$ cat src/rtl/core/msac_pkg.sv
// ----------------------------------------------------------------------------
// msac_pkg
// Shared types and constants for the multi-slot wakeup alarm clock.
// ----------------------------------------------------------------------------
package msac_pkg;

  localparam int ACT_W         = 3;
  localparam int SLOT_W        = 4;
  localparam int TIME_W        = 32;
  localparam int STAT_W        = 2;
  localparam int ACC_W         = 16;
  localparam int TICK_W        = 10;
  localparam int MASK_W        = 8;
  localparam int CFG_IDX_W     = 2;
  localparam int CFG_DATA_W    = 16;
  localparam int NUM_SLOTS_DEF = 8;

  localparam logic [TIME_W-1:0] NO_ALARM = {TIME_W{1'b1}};

  typedef enum logic [ACT_W-1:0] {
    ACT_TICK       = 3'd0,
    ACT_SET_REL    = 3'd1,
    ACT_SET_ABS    = 3'd2,
    ACT_ABORT      = 3'd3,
    ACT_SET_CLOCK  = 3'd4,
    ACT_CANCEL_ALL = 3'd5
  } action_t;

  typedef enum logic [STAT_W-1:0] {
    ST_OK      = 2'd0,
    ST_NOT_OK  = 2'd1,
    ST_EARLIER = 2'd2,
    ST_PAST    = 2'd3
  } status_t;

  typedef enum logic [CFG_IDX_W-1:0] {
    CFG_TICK_PERIOD = 2'd0,
    CFG_MS_PER_SEC  = 2'd1,
    CFG_CLK_SET_EN  = 2'd2
  } cfg_idx_t;

  typedef struct packed {
    logic [TICK_W-1:0] tick_period_ms;
    logic [ACC_W-1:0]  ms_per_second;
    logic [MASK_W-1:0] clock_set_allowed;
  } cfg_t;

  typedef struct packed {
    logic              wr_en;
    logic [SLOT_W-1:0] wr_addr;
    logic [TIME_W-1:0] wr_data;
    logic              clr_en;
    logic [SLOT_W-1:0] clr_addr;
    logic              clr_all;
    logic [SLOT_W-1:0] rd_addr;
  } mem_req_t;

  typedef struct packed {
    status_t           status;
    logic [TIME_W-1:0] current_time;
    logic [TIME_W-1:0] wakeup_time;
    logic              alarm_expired;
  } res_t;

endpackage

$ cat src/rtl/core/multi_slot_wakeup_alarm_clock.sv
// ----------------------------------------------------------------------------
// multi_slot_wakeup_alarm_clock
// Seconds clock with a millisecond prescaler, per-slot alarms and a master
// alarm that tracks the earliest live slot.
// Sequence: actions that leave the slots alone go straight to the result;
//   set actions and expiring ticks rescan the slot memory for the master
//   alarm; an abort first reads its slot and rescans only if it was live.
// Throughput: one transaction in flight; the next is taken once the result
//   has moved to the output register, so the master-alarm scan over the slot
//   memory (one read per cycle) sets the rate.
// Reset: clock, prescaler, slots idle, master alarm all ones, registers 10,
//   1000 and 0; no clearing pass is needed, slots carry valid bits.
// ----------------------------------------------------------------------------
module multi_slot_wakeup_alarm_clock #(
  parameter int NUM_SLOTS = msac_pkg::NUM_SLOTS_DEF
) (
  input  logic                                clk,
  input  logic                                rst_n,
  // input stream
  input  logic                                in_tvalid,
  output logic                                in_tready,
  input  logic [39:0]                         in_tdata,   // action[2:0], slot[6:3], time_value[38:7], zero pad
  // result stream
  output logic                                out_tvalid,
  input  logic                                out_tready,
  output logic [71:0]                         out_tdata,  // status[1:0], current_time[33:2],
                                                          // wakeup_time[65:34], alarm_expired[66], zero pad
  // configuration write channel
  input  logic                                cfg_valid,
  output logic                                cfg_ready,
  input  logic [msac_pkg::CFG_IDX_W-1:0]      cfg_index,
  input  logic [msac_pkg::CFG_DATA_W-1:0]     cfg_data
);

  msac_pkg::cfg_t      cfg_r, cfg_nxt;
  msac_pkg::mem_req_t  mem_req;
  msac_pkg::res_t      res;
  logic [msac_pkg::TIME_W-1:0] rd_data;
  logic                res_valid;
  logic                res_ready;
  logic                out_tvalid_r, out_tvalid_nxt;
  logic [71:0]         out_tdata_r;

  // Configuration writes: always ready, unknown indexes are dropped.
  assign cfg_ready = 1'b1;

  always_comb begin
    cfg_nxt = cfg_r;
    if (cfg_valid) begin
      unique case (msac_pkg::cfg_idx_t'(cfg_index))
        msac_pkg::CFG_TICK_PERIOD: cfg_nxt.tick_period_ms    = cfg_data[msac_pkg::TICK_W-1:0];
        msac_pkg::CFG_MS_PER_SEC:  cfg_nxt.ms_per_second     = cfg_data[msac_pkg::ACC_W-1:0];
        msac_pkg::CFG_CLK_SET_EN:  cfg_nxt.clock_set_allowed = cfg_data[msac_pkg::MASK_W-1:0];
        default:                   cfg_nxt = cfg_r;
      endcase
    end
  end

  always_ff @(posedge clk) begin
    if (!rst_n) begin
      cfg_r.tick_period_ms    <= msac_pkg::TICK_W'(10);
      cfg_r.ms_per_second     <= msac_pkg::ACC_W'(1000);
      cfg_r.clock_set_allowed <= '0;
    end else begin
      cfg_r <= cfg_nxt;
    end
  end

  // Sequencer: decode, update clock, drive the slot memory.
  msac_ctrl #(
    .NUM_SLOTS (NUM_SLOTS)
  ) u_ctrl (
    .clk       (clk),
    .rst_n     (rst_n),
    .cfg       (cfg_r),
    .in_valid  (in_tvalid),
    .in_ready  (in_tready),
    .in_action (in_tdata[2:0]),
    .in_slot   (in_tdata[6:3]),
    .in_time   (in_tdata[38:7]),
    .mem_req   (mem_req),
    .rd_data   (rd_data),
    .res_valid (res_valid),
    .res_ready (res_ready),
    .res       (res)
  );

  msac_slot_mem #(
    .NUM_SLOTS (NUM_SLOTS)
  ) u_slot_mem (
    .clk     (clk),
    .rst_n   (rst_n),
    .req     (mem_req),
    .rd_data (rd_data)
  );

  // Output register: take a new result once the held one is gone or leaving,
  // so the sequencer is free again while the result waits downstream.
  assign res_ready = !out_tvalid_r || out_tready;

  always_comb begin
    out_tvalid_nxt = out_tvalid_r;
    if (res_valid && res_ready) begin
      out_tvalid_nxt = 1'b1;
    end else if (out_tready) begin
      out_tvalid_nxt = 1'b0;
    end
  end

  always_ff @(posedge clk) begin
    if (!rst_n) begin
      out_tvalid_r <= 1'b0;
    end else begin
      out_tvalid_r <= out_tvalid_nxt;
    end
  end

  // Payload holds while stalled; load only on a handover.
  always_ff @(posedge clk) begin
    if (res_valid && res_ready) begin
      out_tdata_r <= {5'b0, res.alarm_expired, res.wakeup_time,
                      res.current_time, res.status};
    end
  end

  assign out_tvalid = out_tvalid_r;
  assign out_tdata  = out_tdata_r;

  a_handover: assert property (@(posedge clk) disable iff (!rst_n)
    (res_valid && res_ready) |=> out_tvalid_r)
    else $error("result handed over but output register not loaded");

endmodule

$ cat src/rtl/core/msac_slot_mem.sv
// ----------------------------------------------------------------------------
// msac_slot_mem
// Alarm slot store: one 32-bit alarm time per slot, registered read, with a
// valid bit per slot so that an unwritten or cleared slot reads as idle
// (zero).
// ----------------------------------------------------------------------------
module msac_slot_mem #(
  parameter int NUM_SLOTS = msac_pkg::NUM_SLOTS_DEF
) (
  input  logic                         clk,
  input  logic                         rst_n,
  input  msac_pkg::mem_req_t           req,
  output logic [msac_pkg::TIME_W-1:0]  rd_data
);

  localparam int AW = (NUM_SLOTS > 1) ? $clog2(NUM_SLOTS) : 1;

  logic [msac_pkg::TIME_W-1:0] mem [NUM_SLOTS];
  logic [NUM_SLOTS-1:0]        valid_r;
  logic [NUM_SLOTS-1:0]        valid_nxt;
  logic [msac_pkg::TIME_W-1:0] rd_q_r;
  logic                        rd_vld_r;

  always_comb begin
    valid_nxt = valid_r;
    if (req.clr_en) begin
      valid_nxt[req.clr_addr[AW-1:0]] = 1'b0;
    end
    if (req.wr_en) begin
      valid_nxt[req.wr_addr[AW-1:0]] = 1'b1;
    end
    if (req.clr_all) begin
      valid_nxt = '0;
    end
  end

  always_ff @(posedge clk) begin
    if (!rst_n) begin
      valid_r <= '0;
    end else begin
      valid_r <= valid_nxt;
    end
  end

  always_ff @(posedge clk) begin
    if (req.wr_en) begin
      mem[req.wr_addr[AW-1:0]] <= req.wr_data;
    end
    rd_q_r   <= mem[req.rd_addr[AW-1:0]];
    rd_vld_r <= valid_r[req.rd_addr[AW-1:0]];
  end

  assign rd_data = rd_vld_r ? rd_q_r : '0;

  // a cancel-all leaves every slot idle
  a_clr_all: assert property (@(posedge clk) disable iff (!rst_n)
    req.clr_all |=> valid_r == '0)
    else $error("slot valid bits not cleared by cancel all");

endmodule

$ cat src/rtl/core/msac_ctrl.sv
// ----------------------------------------------------------------------------
// msac_ctrl
// Action sequencer: decodes one transaction, updates clock and prescaler,
// writes the slot store and scans it to rebuild the master alarm.
// ----------------------------------------------------------------------------
module msac_ctrl #(
  parameter int NUM_SLOTS = msac_pkg::NUM_SLOTS_DEF
) (
  input  logic                         clk,
  input  logic                         rst_n,
  input  msac_pkg::cfg_t               cfg,
  input  logic                         in_valid,
  output logic                         in_ready,
  input  logic [msac_pkg::ACT_W-1:0]   in_action,
  input  logic [msac_pkg::SLOT_W-1:0]  in_slot,
  input  logic [msac_pkg::TIME_W-1:0]  in_time,
  output msac_pkg::mem_req_t           mem_req,
  input  logic [msac_pkg::TIME_W-1:0]  rd_data,
  output logic                         res_valid,
  input  logic                         res_ready,
  output msac_pkg::res_t               res
);

  localparam int AW = (NUM_SLOTS > 1) ? $clog2(NUM_SLOTS) : 1;
  localparam int CW = $clog2(NUM_SLOTS + 1);

  typedef enum logic [3:0] {
    S_IDLE  = 4'b0001,
    S_ABORT = 4'b0010,
    S_SCAN  = 4'b0100,
    S_DONE  = 4'b1000
  } state_t;

  state_t                             state_r, state_nxt;
  logic [msac_pkg::TIME_W-1:0]        clk_r, clk_nxt;
  logic [msac_pkg::ACC_W-1:0]         acc_r, acc_nxt;
  logic [msac_pkg::TIME_W-1:0]        master_r, master_nxt;
  msac_pkg::status_t                  status_r, status_nxt;
  logic                               expired_r, expired_nxt;
  logic [msac_pkg::SLOT_W-1:0]        slot_r, slot_nxt;
  logic                               purge_r, purge_nxt;
  logic [CW-1:0]                      idx_r, idx_nxt;
  logic [msac_pkg::TIME_W-1:0]        best_r, best_nxt;

  msac_pkg::action_t                  act;
  logic [msac_pkg::ACC_W:0]           tick_sum;
  logic [msac_pkg::TIME_W-1:0]        clk_inc;
  logic [msac_pkg::TIME_W-1:0]        when;
  logic                               slot_ok;
  logic [CW-1:0]                      idx_prev;
  logic                               scan_purge;
  logic [msac_pkg::TIME_W-1:0]        scan_best;

  assign act      = msac_pkg::action_t'(in_action);
  assign tick_sum = {1'b0, acc_r} + (msac_pkg::ACC_W+1)'(cfg.tick_period_ms);
  assign clk_inc  = clk_r + 1'b1;
  assign when     = (act == msac_pkg::ACT_SET_REL) ? (clk_r + in_time) : in_time;
  assign slot_ok  = {1'b0, in_slot} < (msac_pkg::SLOT_W+1)'(NUM_SLOTS);
  assign idx_prev = idx_r - 1'b1;

  // expired entries drop out on a purge scan; idle entries never count
  assign scan_purge = purge_r && (rd_data != '0) && (rd_data <= clk_r);
  assign scan_best  = (!scan_purge && (rd_data != '0) && (rd_data < best_r)) ?
                      rd_data : best_r;

  always_comb begin
    state_nxt   = state_r;
    clk_nxt     = clk_r;
    acc_nxt     = acc_r;
    master_nxt  = master_r;
    status_nxt  = status_r;
    expired_nxt = expired_r;
    slot_nxt    = slot_r;
    purge_nxt   = purge_r;
    idx_nxt     = idx_r;
    best_nxt    = best_r;
    mem_req     = '0;
    mem_req.rd_addr = slot_ok ? in_slot : '0;

    unique case (state_r)
      S_IDLE: begin
        if (in_valid) begin
          status_nxt  = msac_pkg::ST_OK;
          expired_nxt = 1'b0;
          slot_nxt    = in_slot;
          purge_nxt   = 1'b0;
          idx_nxt     = '0;
          best_nxt    = msac_pkg::NO_ALARM;
          state_nxt   = S_DONE;
          unique case (act)
            msac_pkg::ACT_TICK: begin
              if (tick_sum >= {1'b0, cfg.ms_per_second}) begin
                acc_nxt = '0;
                clk_nxt = clk_inc;
                if (clk_inc >= master_r) begin
                  expired_nxt = 1'b1;
                  purge_nxt   = 1'b1;
                  state_nxt   = S_SCAN;
                end
              end else begin
                acc_nxt = tick_sum[msac_pkg::ACC_W-1:0];
              end
            end
            msac_pkg::ACT_SET_REL, msac_pkg::ACT_SET_ABS: begin
              if (!slot_ok) begin
                status_nxt = msac_pkg::ST_NOT_OK;
              end else if (act == msac_pkg::ACT_SET_ABS && in_time <= clk_r) begin
                status_nxt = msac_pkg::ST_PAST;
              end else begin
                status_nxt      = (when < master_r) ? msac_pkg::ST_OK : msac_pkg::ST_EARLIER;
                mem_req.wr_en   = 1'b1;
                mem_req.wr_addr = in_slot;
                mem_req.wr_data = when;
                state_nxt       = S_SCAN;
              end
            end
            msac_pkg::ACT_ABORT: begin
              if (!slot_ok) begin
                status_nxt = msac_pkg::ST_NOT_OK;
              end else begin
                state_nxt = S_ABORT;
              end
            end
            msac_pkg::ACT_SET_CLOCK: begin
              if (slot_ok && !in_slot[msac_pkg::SLOT_W-1] &&
                  cfg.clock_set_allowed[in_slot[msac_pkg::SLOT_W-2:0]]) begin
                clk_nxt = in_time;
              end
            end
            msac_pkg::ACT_CANCEL_ALL: begin
              mem_req.clr_all = 1'b1;
              master_nxt      = msac_pkg::NO_ALARM;
            end
            default: begin
              status_nxt = msac_pkg::ST_NOT_OK;
            end
          endcase
        end
      end
      S_ABORT: begin
        if (rd_data == '0) begin
          status_nxt = msac_pkg::ST_NOT_OK;
          state_nxt  = S_DONE;
        end else begin
          mem_req.clr_en   = 1'b1;
          mem_req.clr_addr = slot_r;
          state_nxt        = S_SCAN;
        end
      end
      S_SCAN: begin
        mem_req.rd_addr = (idx_r < CW'(NUM_SLOTS)) ?
                          msac_pkg::SLOT_W'(idx_r[AW-1:0]) : '0;
        idx_nxt = idx_r + 1'b1;
        if (idx_r != '0) begin
          best_nxt = scan_best;
          if (scan_purge) begin
            mem_req.clr_en   = 1'b1;
            mem_req.clr_addr = msac_pkg::SLOT_W'(idx_prev[AW-1:0]);
          end
        end
        if (idx_r == CW'(NUM_SLOTS)) begin
          master_nxt = scan_best;
          state_nxt  = S_DONE;
        end
      end
      S_DONE: begin
        if (res_ready) begin
          state_nxt = S_IDLE;
        end
      end
      default: begin
        state_nxt = S_IDLE;
      end
    endcase
  end

  always_ff @(posedge clk) begin
    if (!rst_n) begin
      state_r  <= S_IDLE;
      clk_r    <= '0;
      acc_r    <= '0;
      master_r <= msac_pkg::NO_ALARM;
    end else begin
      state_r  <= state_nxt;
      clk_r    <= clk_nxt;
      acc_r    <= acc_nxt;
      master_r <= master_nxt;
    end
  end

  always_ff @(posedge clk) begin
    status_r  <= status_nxt;
    expired_r <= expired_nxt;
    slot_r    <= slot_nxt;
    purge_r   <= purge_nxt;
    idx_r     <= idx_nxt;
    best_r    <= best_nxt;
  end

  assign in_ready          = (state_r == S_IDLE);
  assign res_valid         = (state_r == S_DONE);
  assign res.status        = status_r;
  assign res.current_time  = clk_r;
  assign res.wakeup_time   = master_r;
  assign res.alarm_expired = expired_r;

  // master alarm is either a live slot time or all ones, never idle
  a_master_nz: assert property (@(posedge clk) disable iff (!rst_n)
    master_r != '0)
    else $error("master alarm holds the idle value");

  a_scan_bound: assert property (@(posedge clk) disable iff (!rst_n)
    (state_r == S_SCAN) |-> (idx_r <= CW'(NUM_SLOTS)))
    else $error("slot scan ran past the last slot");

  a_cancel: assert property (@(posedge clk) disable iff (!rst_n)
    (in_valid && in_ready && act == msac_pkg::ACT_CANCEL_ALL) |=>
      (master_r == msac_pkg::NO_ALARM))
    else $error("cancel all left a master alarm");

endmodule
$ cat config.mk
export PLATFORM = sky130hd
export DESIGN_NAME = multi_slot_wakeup_alarm_clock
export DESIGN_NICKNAME = d
export VERILOG_FILES = /design/src/rtl/core/msac_pkg.sv /design/src/rtl/core/multi_slot_wakeup_alarm_clock.sv /design/src/rtl/core/msac_slot_mem.sv /design/src/rtl/core/msac_ctrl.sv
export SDC_FILE = /design/constraint.sdc
export NUM_CORES = 1
export LEC_CHECK = 0
export BUFFER_PORTS_ARGS = -buffer_cell sky130_fd_sc_hd__clkbuf_2
export CORE_MARGIN = 8
export CORE_UTILIZATION = 31
export DETAILED_ROUTE_END_ITERATION = 8
export GPL_ROUTABILITY_DRIVEN = 0
export GPL_TIMING_DRIVEN = 1
export HOLD_SLACK_MARGIN = 0.1
export PLACE_DENSITY_LB_ADDON = 0.12
export RECOVER_POWER = 100
export SLEW_MARGIN = 10
export SYNTH_ARGS = -nofsm -noshare
export SYNTH_HDL_FRONTEND = slang
export SYNTH_SLANG_ARGS = --single-unit
$ cat constraint.sdc
create_clock -name clk -period 5.9 [get_ports clk]
set_input_delay 0 -clock clk [delete_from_list [all_inputs] [get_ports clk]]
set_output_delay 0 -clock clk [all_outputs]
set_load 0.005 [all_outputs]
# Word level (Yosys, flattened, before mapping)
# Memories as Yosys holds them, arrays and structs flattened. A register that Yosys moved wholly into a read port is not among the register bits.
# Index checks and enable logic that the tools add are counted.
[word_totals]
ff_bits = 238
ram_bits = 256
input_bits = 63
out_inout_bits = 75
word_cells = 163
mem_count = 1
[classes]
add_sub_neg = 5
order_cmp = 14
n_eq_ne = 20
mux = 65
bitwise_logic = 4
reduce_logical = 38
[mem_list]
columns = ["memory", "depth", "word_bits", "read_ports", "rd_ports_with_merged_regs", "write_ports", "line", "rtl"]
rows = [
  ["u_slot_mem.mem", 8, 32, 1, 1, 1, "msac_slot_mem.sv:18", "logic [msac_pkg::TIME_W-1:0] mem [NUM_SLOTS];"],
]
[ops]
columns = ["op", "count"]
rows = [
  ["32-bit 2-to-1 mux", 10],
  ["32-bit one-hot mux with 2 select lines", 3],
  ["37-bit 2-to-1 mux", 5],
  ["32-bit less-or-equal comparator", 2],
  ["32-bit less-than comparator", 2],
  ["4-bit 2-to-1 mux", 10],
  ["32-bit by 1-bit adder with 32-bit output, second input constant", 1],
  ["32-bit adder", 1],
  ["32-bit greater-or-equal comparator", 1],
  ["32-bit logical NOT", 1],
  ["32-bit nonzero test", 1],
  ["16-bit by 10-bit adder with 17-bit output", 1],
  ["17-bit by 16-bit greater-or-equal comparator with 1-bit output", 1],
  ["3-bit by 4-bit less-than comparator with 1-bit output, second input constant", 4],
  ["16-bit 2-to-1 mux", 1],
  ["8-bit 2-to-1 mux", 2],
  ["4-bit one-hot mux with 4 select lines", 1],
  ["5-bit 2-to-1 mux", 3],
  ["2-bit by 1-bit inequality test with 1-bit output, second input constant", 7],
  ["1-bit 2-to-1 mux", 13],
  ["4-bit one-hot mux with 3 select lines", 1],
  ["2-bit AND reduction", 6],
  ["3-bit AND reduction", 4],
  ["1-bit logical AND", 10],
  ["36 further kinds", 55],
]

# Longest topological paths before layout
[logic_depth]
word_depth = 16
depth_mapped = 22
mapped_depth_nobuf = 20

# Cells and area by module
# Synthesis repeated with hierarchy kept, for this count alone.
[hier_totals]
cells_unflattened = 2387
hier_area_um2 = 27739.1
[modules_own_cells]
columns = ["mod", "instances", "cells_each", "area_per_inst_um2", "seq_area_each_um2"]
rows = [
  ["msac_ctrl", 1, 1676, 13337.8, 2972.9],
  ["msac_slot_mem", 1, 488, 10911.7, 8508.2],
  ["multi_slot_wakeup_alarm_clock", 1, 223, 3489.6, 2712.6],
]

# Least setup slack after synthesis
# OpenSTA, ideal clock, no wires.
[synth_timing]
path_type = "reg-to-reg"
start = "register u_ctrl.clk_r[14] (netlist bit)"
end = "memory u_slot_mem.mem[0][0] (netlist bit) (enable)"
setup_ns = 0.505
arrival_time_ns = 5.426
required_time_ns = 5.395
path_slack_ns = -0.031
stages_incl_launch_ff = 12
path_buffers = 1
period_less_slack_ns = 5.931
cell_sequence = "dfxtp_1 inv_1 ha_1 nand3_1 or3_1 a211o_1 o211ai_1 a211oi_1 nor2_2 nand2_1 buf_6 nor4_1"
[synth_between]
elab_chain_cells = 9
[synth_lines]
columns = ["item", "line", "rtl"]
rows = [
  ["start: declaration", "msac_ctrl.sv:35", "logic [msac_pkg::TIME_W-1:0] clk_r, clk_nxt;"],
  ["start signal: assignment", "msac_ctrl.sv:185", "clk_r <= clk_nxt;"],
  ["32-bit less-or-equal comparator *", "msac_ctrl.sv:107", "end else if (act == msac_pkg::ACT_SET_ABS && in_time <= clk_r) begin"],
  ["1-bit logical AND *", "msac_ctrl.sv:107", ""],
  ["37-bit 2-to-1 mux *", "msac_ctrl.sv:107", ""],
  ["37-bit 2-to-1 mux *", "msac_ctrl.sv:105", "if (!slot_ok) begin"],
  ["37-bit 2-to-1 mux *", "msac_ctrl.sv:90", "unique case (act)"],
  ["37-bit 2-to-1 mux *", "msac_ctrl.sv:82", "if (in_valid) begin"],
  ["37-bit 2-to-1 mux *", "msac_ctrl.sv:80", "unique case (state_r)"],
  ["1-bit 2-to-1 mux", "msac_slot_mem.sv:46", "if (req.wr_en) begin"],
  ["1-bit 2-to-1 mux (implied by the code)", "msac_slot_mem.sv:47", "mem[req.wr_addr[AW-1:0]] <= req.wr_data;"],
  ["end: declaration", "msac_slot_mem.sv:18", ""],
]
# Mark *: on every way between the ends. The rest lies on a longest branch, timed or not.

# Final worst setup path
[layout_timing]
start = "register u_ctrl.clk_r[19] (netlist bit)"
end = "memory u_slot_mem.mem[3][28] (netlist bit) (enable)"
# Same word-level chain as after synthesis.

==> results.toml <==
[power]
p_leak_nw = 13.1
p_per_area_mw_per_mm2 = 264
irDropWorstVdd_mv = 0.220

[status]
status = "complete, but fails checks"
violations = "capacitance limit, slew limit"

[placed_design]
dpl.cell_count = 3984
portBuffers = 130
place_hpwl_mm = 63.4

[sta]
rsz0062_at_grt = "false"
worst_slew_pin_slew_ps = 4350
hold_violations = 0
clock_skew_ps = 39.2
clock.fmax_mhz = 180
fin_crit_ps = 5550
setup_viol = 0
post-route-period-util_pct = 94.1
maxSlewHeadroom_pct = -190
slew_viol_final = 301
setup_tns_ps = 0

[global_route]
antenna_found_initial = 2
grt_usage_pct = 17.5
grt_first_pass_wirelength_mm = 132
overflow = 0
first_global_vias = 20568
grt_max_degree = 94

[floorplan]
dieHeight_um = 315
io_pins = 138
dieArea_mm2 = 0.0992
die_x_um = 315
start_util_pct = 31.3
rows = 109
core_area_mm2 = 0.0885

[routing]
detail-route-antenna-nets = 0
wl_met1_mm = 40.4
route.met2.wl_mm = 42.0
via_per_inst = 5.05
highest_layer = "met4"
drc = 0
drt_iter0_markers = 1453
wl_met3_mm = 4.16
drtPass1Iterations = 6
routed_wl_mm = 89.0
vias = 21030
post_drt_wl_per_cell_um = 21.4

[synthesis]
synth.distinct_cells = 84
syn_area_mm2 = 0.0277
syn_area_per_cell_um2 = 10.1
seq_area_frac_synth_pct = 51.1
ys_async_sr_fraction_pct = 0
synthFlopType = "edfxtp_1"
synth.yosys.warnings = 0
synth_edf_count = 365
syn_inst = 2742
synth_seq_cells = 525

[critical_path]
path_delay_family = "simple AND/OR/NAND/NOR gates"
cp.required_ps = 6170
cp-end-kind = "register"
cp_slowest_stage_delay_ps = 950
critical_path_buf_inv_count = 4
arrival_ps = 5820
crit_chain = "inv_1 > ha_1 > inv_1 > o31ai_1 > a221oi_1 > a211oi_1 > a211oi_1 > clkbuf_1 > nor2_1 > nand3_1 > nor2_2 > clkbuf_4"
startpoint_type = "register"
critical-path-slowest-cell = "nor2_2"
rrSetupSlack_ps = 350
cp_max_fo = 19
crit_type = "register to register"

[run]
drv_cap = 6

[cts]
cts_tree = "yes"
clkLatencyLatePin_ps = 650
cts_sinks = 525
cts_root_buf = "clkbuf_16"
cts_buffer_depth = 3
cts_made_buffers = 59
clk_pin_slew_ps = 60
cts_max_level = 2

[layout]
diodes = 0
final_nets = 3235
stdcell_count = 4167
synthToLayoutAreaGrowth_pct = 16.7
drive_gt1_share_pct = 7.83
fillers = 8857

[min_path]
min-delay-path-class = "input pin to register"
[timing repair]
| item | 4_1_cts | 5_1_grt |
|---|---|---|
| hold buffers | 71 | 0 |
| hold endpoints to repair | 170 | 0 |
| endpoints found under the setup margin | 0 | 1 |
| buffers inserted | 0 | 0 |
| resized for setup | 0 | 1 |
[metrics by stage]
step | utilization (%) | area, um^2 | power, W | setup WS, ps | hold WS, ps
after floorplan | - | 27700 | 0.00452 | 858 | 76.7
after global placement | 33.8 | 29900 | 0.00479 | 605 | 239
after detailed placement | 33.8 | 29900 | 0.00480 | 526 | 244
after CTS | 36.9 | 32600 | 0.00867 | 474 | 107
after global routing | 36.5 | 32300 | 0.00887 | 25.8 | 159
final | 36.5 | 32300 | 0.00855 | 347 | 155
[synthesized netlist by cell type (8+ instances only)]
cell / count / area [um^2]
nand2b_1: 19 / 119
nand2_1: 463 / 1740
a21o_1: 33 / 248
xor2_1: 14 / 123
ha_1: 219 / 2740
o21a_1: 32 / 240
nand4_1: 32 / 200
a21boi_0: 33 / 248
or3_1: 11 / 68.8
nor3_1: 36 / 180
nor4_1: 21 / 131
dfxtp_1: 160 / 3200
and3_1: 16 / 100
nand3_1: 210 / 1050
and2_1: 54 / 338
nor2b_1: 41 / 257
mux2i_1: 85 / 851
o211ai_1: 14 / 105
o31ai_1: 11 / 82.6
buf_6: 10 / 113
nor2_1: 137 / 514
xnor2_1: 64 / 561
inv_1: 154 / 578
o21ai_0: 107 / 536
nand3b_1: 8 / 60.1
o21bai_1: 11 / 82.6
a211oi_1: 21 / 158
edfxtp_1: 365 / 11000
a21oi_1: 150 / 751
clkbuf_1: 92 / 345
[area by class of cell]
| cell class | instances | area (um^2) | area share, % |
|---|---|---|---|
| inverter | 155 | 582 | 1.80 |
| clock inverter | 28 | 393 | 1.21 |
| sequential | 525 | 14200 | 43.8 |
| multi-input combinational | 1944 | 12500 | 38.5 |
| clock buffer | 84 | 1620 | 5.01 |
| tap | 1165 | 1460 | 4.51 |
| timing repair buffer | 266 | 1660 | 5.14 |
[state kept, by name, indices dropped and copies added (netlist names), 16 cells and up]
name	count
cfg_r	34
out_tdata	67
u_ctrl.acc_r	16
u_ctrl.best_r	32
u_ctrl.clk_r	32
u_ctrl.master_r	32
u_slot_mem.mem	256
u_slot_mem.rd_q_r	32
[layer usage]
layer / track usage (%) / up-vias
met5: 0 / -
met4: 5.19 / 0
met3: 2.50 / 126
met2: 29.1 / 533
met1: 23.5 / 10186
li1: - / 10185
[kinds of logic after synthesis]
logic type               after synthesis  synth area share (%)
flip-flops                           525                  51.1
other                                  2                0.0271
multiplexers                          87                  3.23
adder cells (fa/ha/maj)              221                  10.0
XOR/XNOR                              78                  2.46
buffers and inverters                277                  4.17
AO/OA/AOI/OAI                        472                  10.8
AND/OR/NAND/NOR                     1080                  18.2
[tightest hold or removal path, delay by kind of cell]
kind,cells,cell delay [ps]
buffers and inverters,2,630
AOI/OAI and AO/OA,1,60
and+or+nand+nor,1,40
[placed cells by master, fill, tap and decap left out, types with 32 or more instances in the layout]
| cell type | instances |
|---|---|
| nand2_1 | 463 |
| edfxtp_1 | 365 |
| ha_1 | 219 |
| nand3_1 | 210 |
| dfxtp_1 | 160 |
| inv_1 | 154 |
| a21oi_1 | 150 |
| nor2_1 | 135 |
| o21ai_0 | 106 |
| clkbuf_1 | 96 |
| clkbuf_2 | 91 |
| mux2i_1 | 85 |
| dlygate4sd3_1 | 71 |
| xnor2_1 | 64 |
| clkbuf_16 | 59 |
| and2_1 | 42 |
| nor2b_1 | 41 |
| nor3_1 | 34 |
| a21o_1 | 33 |
| a21boi_0 | 33 |
| nand4_1 | 32 |
[report_power, final]
group          switching [W]  internal [W]  total (W)  leakage, nW
clock network        0.00157       0.00223    0.00380        0.955
registers          0.0000422       0.00397    0.00401         4.09
logic               0.000471      0.000266   0.000737         8.07
total                0.00209       0.00647    0.00855         13.1
[path summary, 6_finish.rpt]
check / startpoint / end / cells after the start
max reg2reg: u_ctrl.clk_r[19]$_SDFFE_PN0P_ / u_slot_mem.mem[3][28]$_DFFE_PP_ / 12
min: cfg_data[15] / cfg_r[23]$_SDFFE_PN0P_ / 4
max: u_ctrl.clk_r[19]$_SDFFE_PN0P_ / u_slot_mem.mem[3][28]$_DFFE_PP_ / 12
min reg2reg: cfg_r[12]$_SDFFE_PN0P_ / cfg_r[12]$_SDFFE_PN0P_ / 2
(Power assumes the default switching activity.)
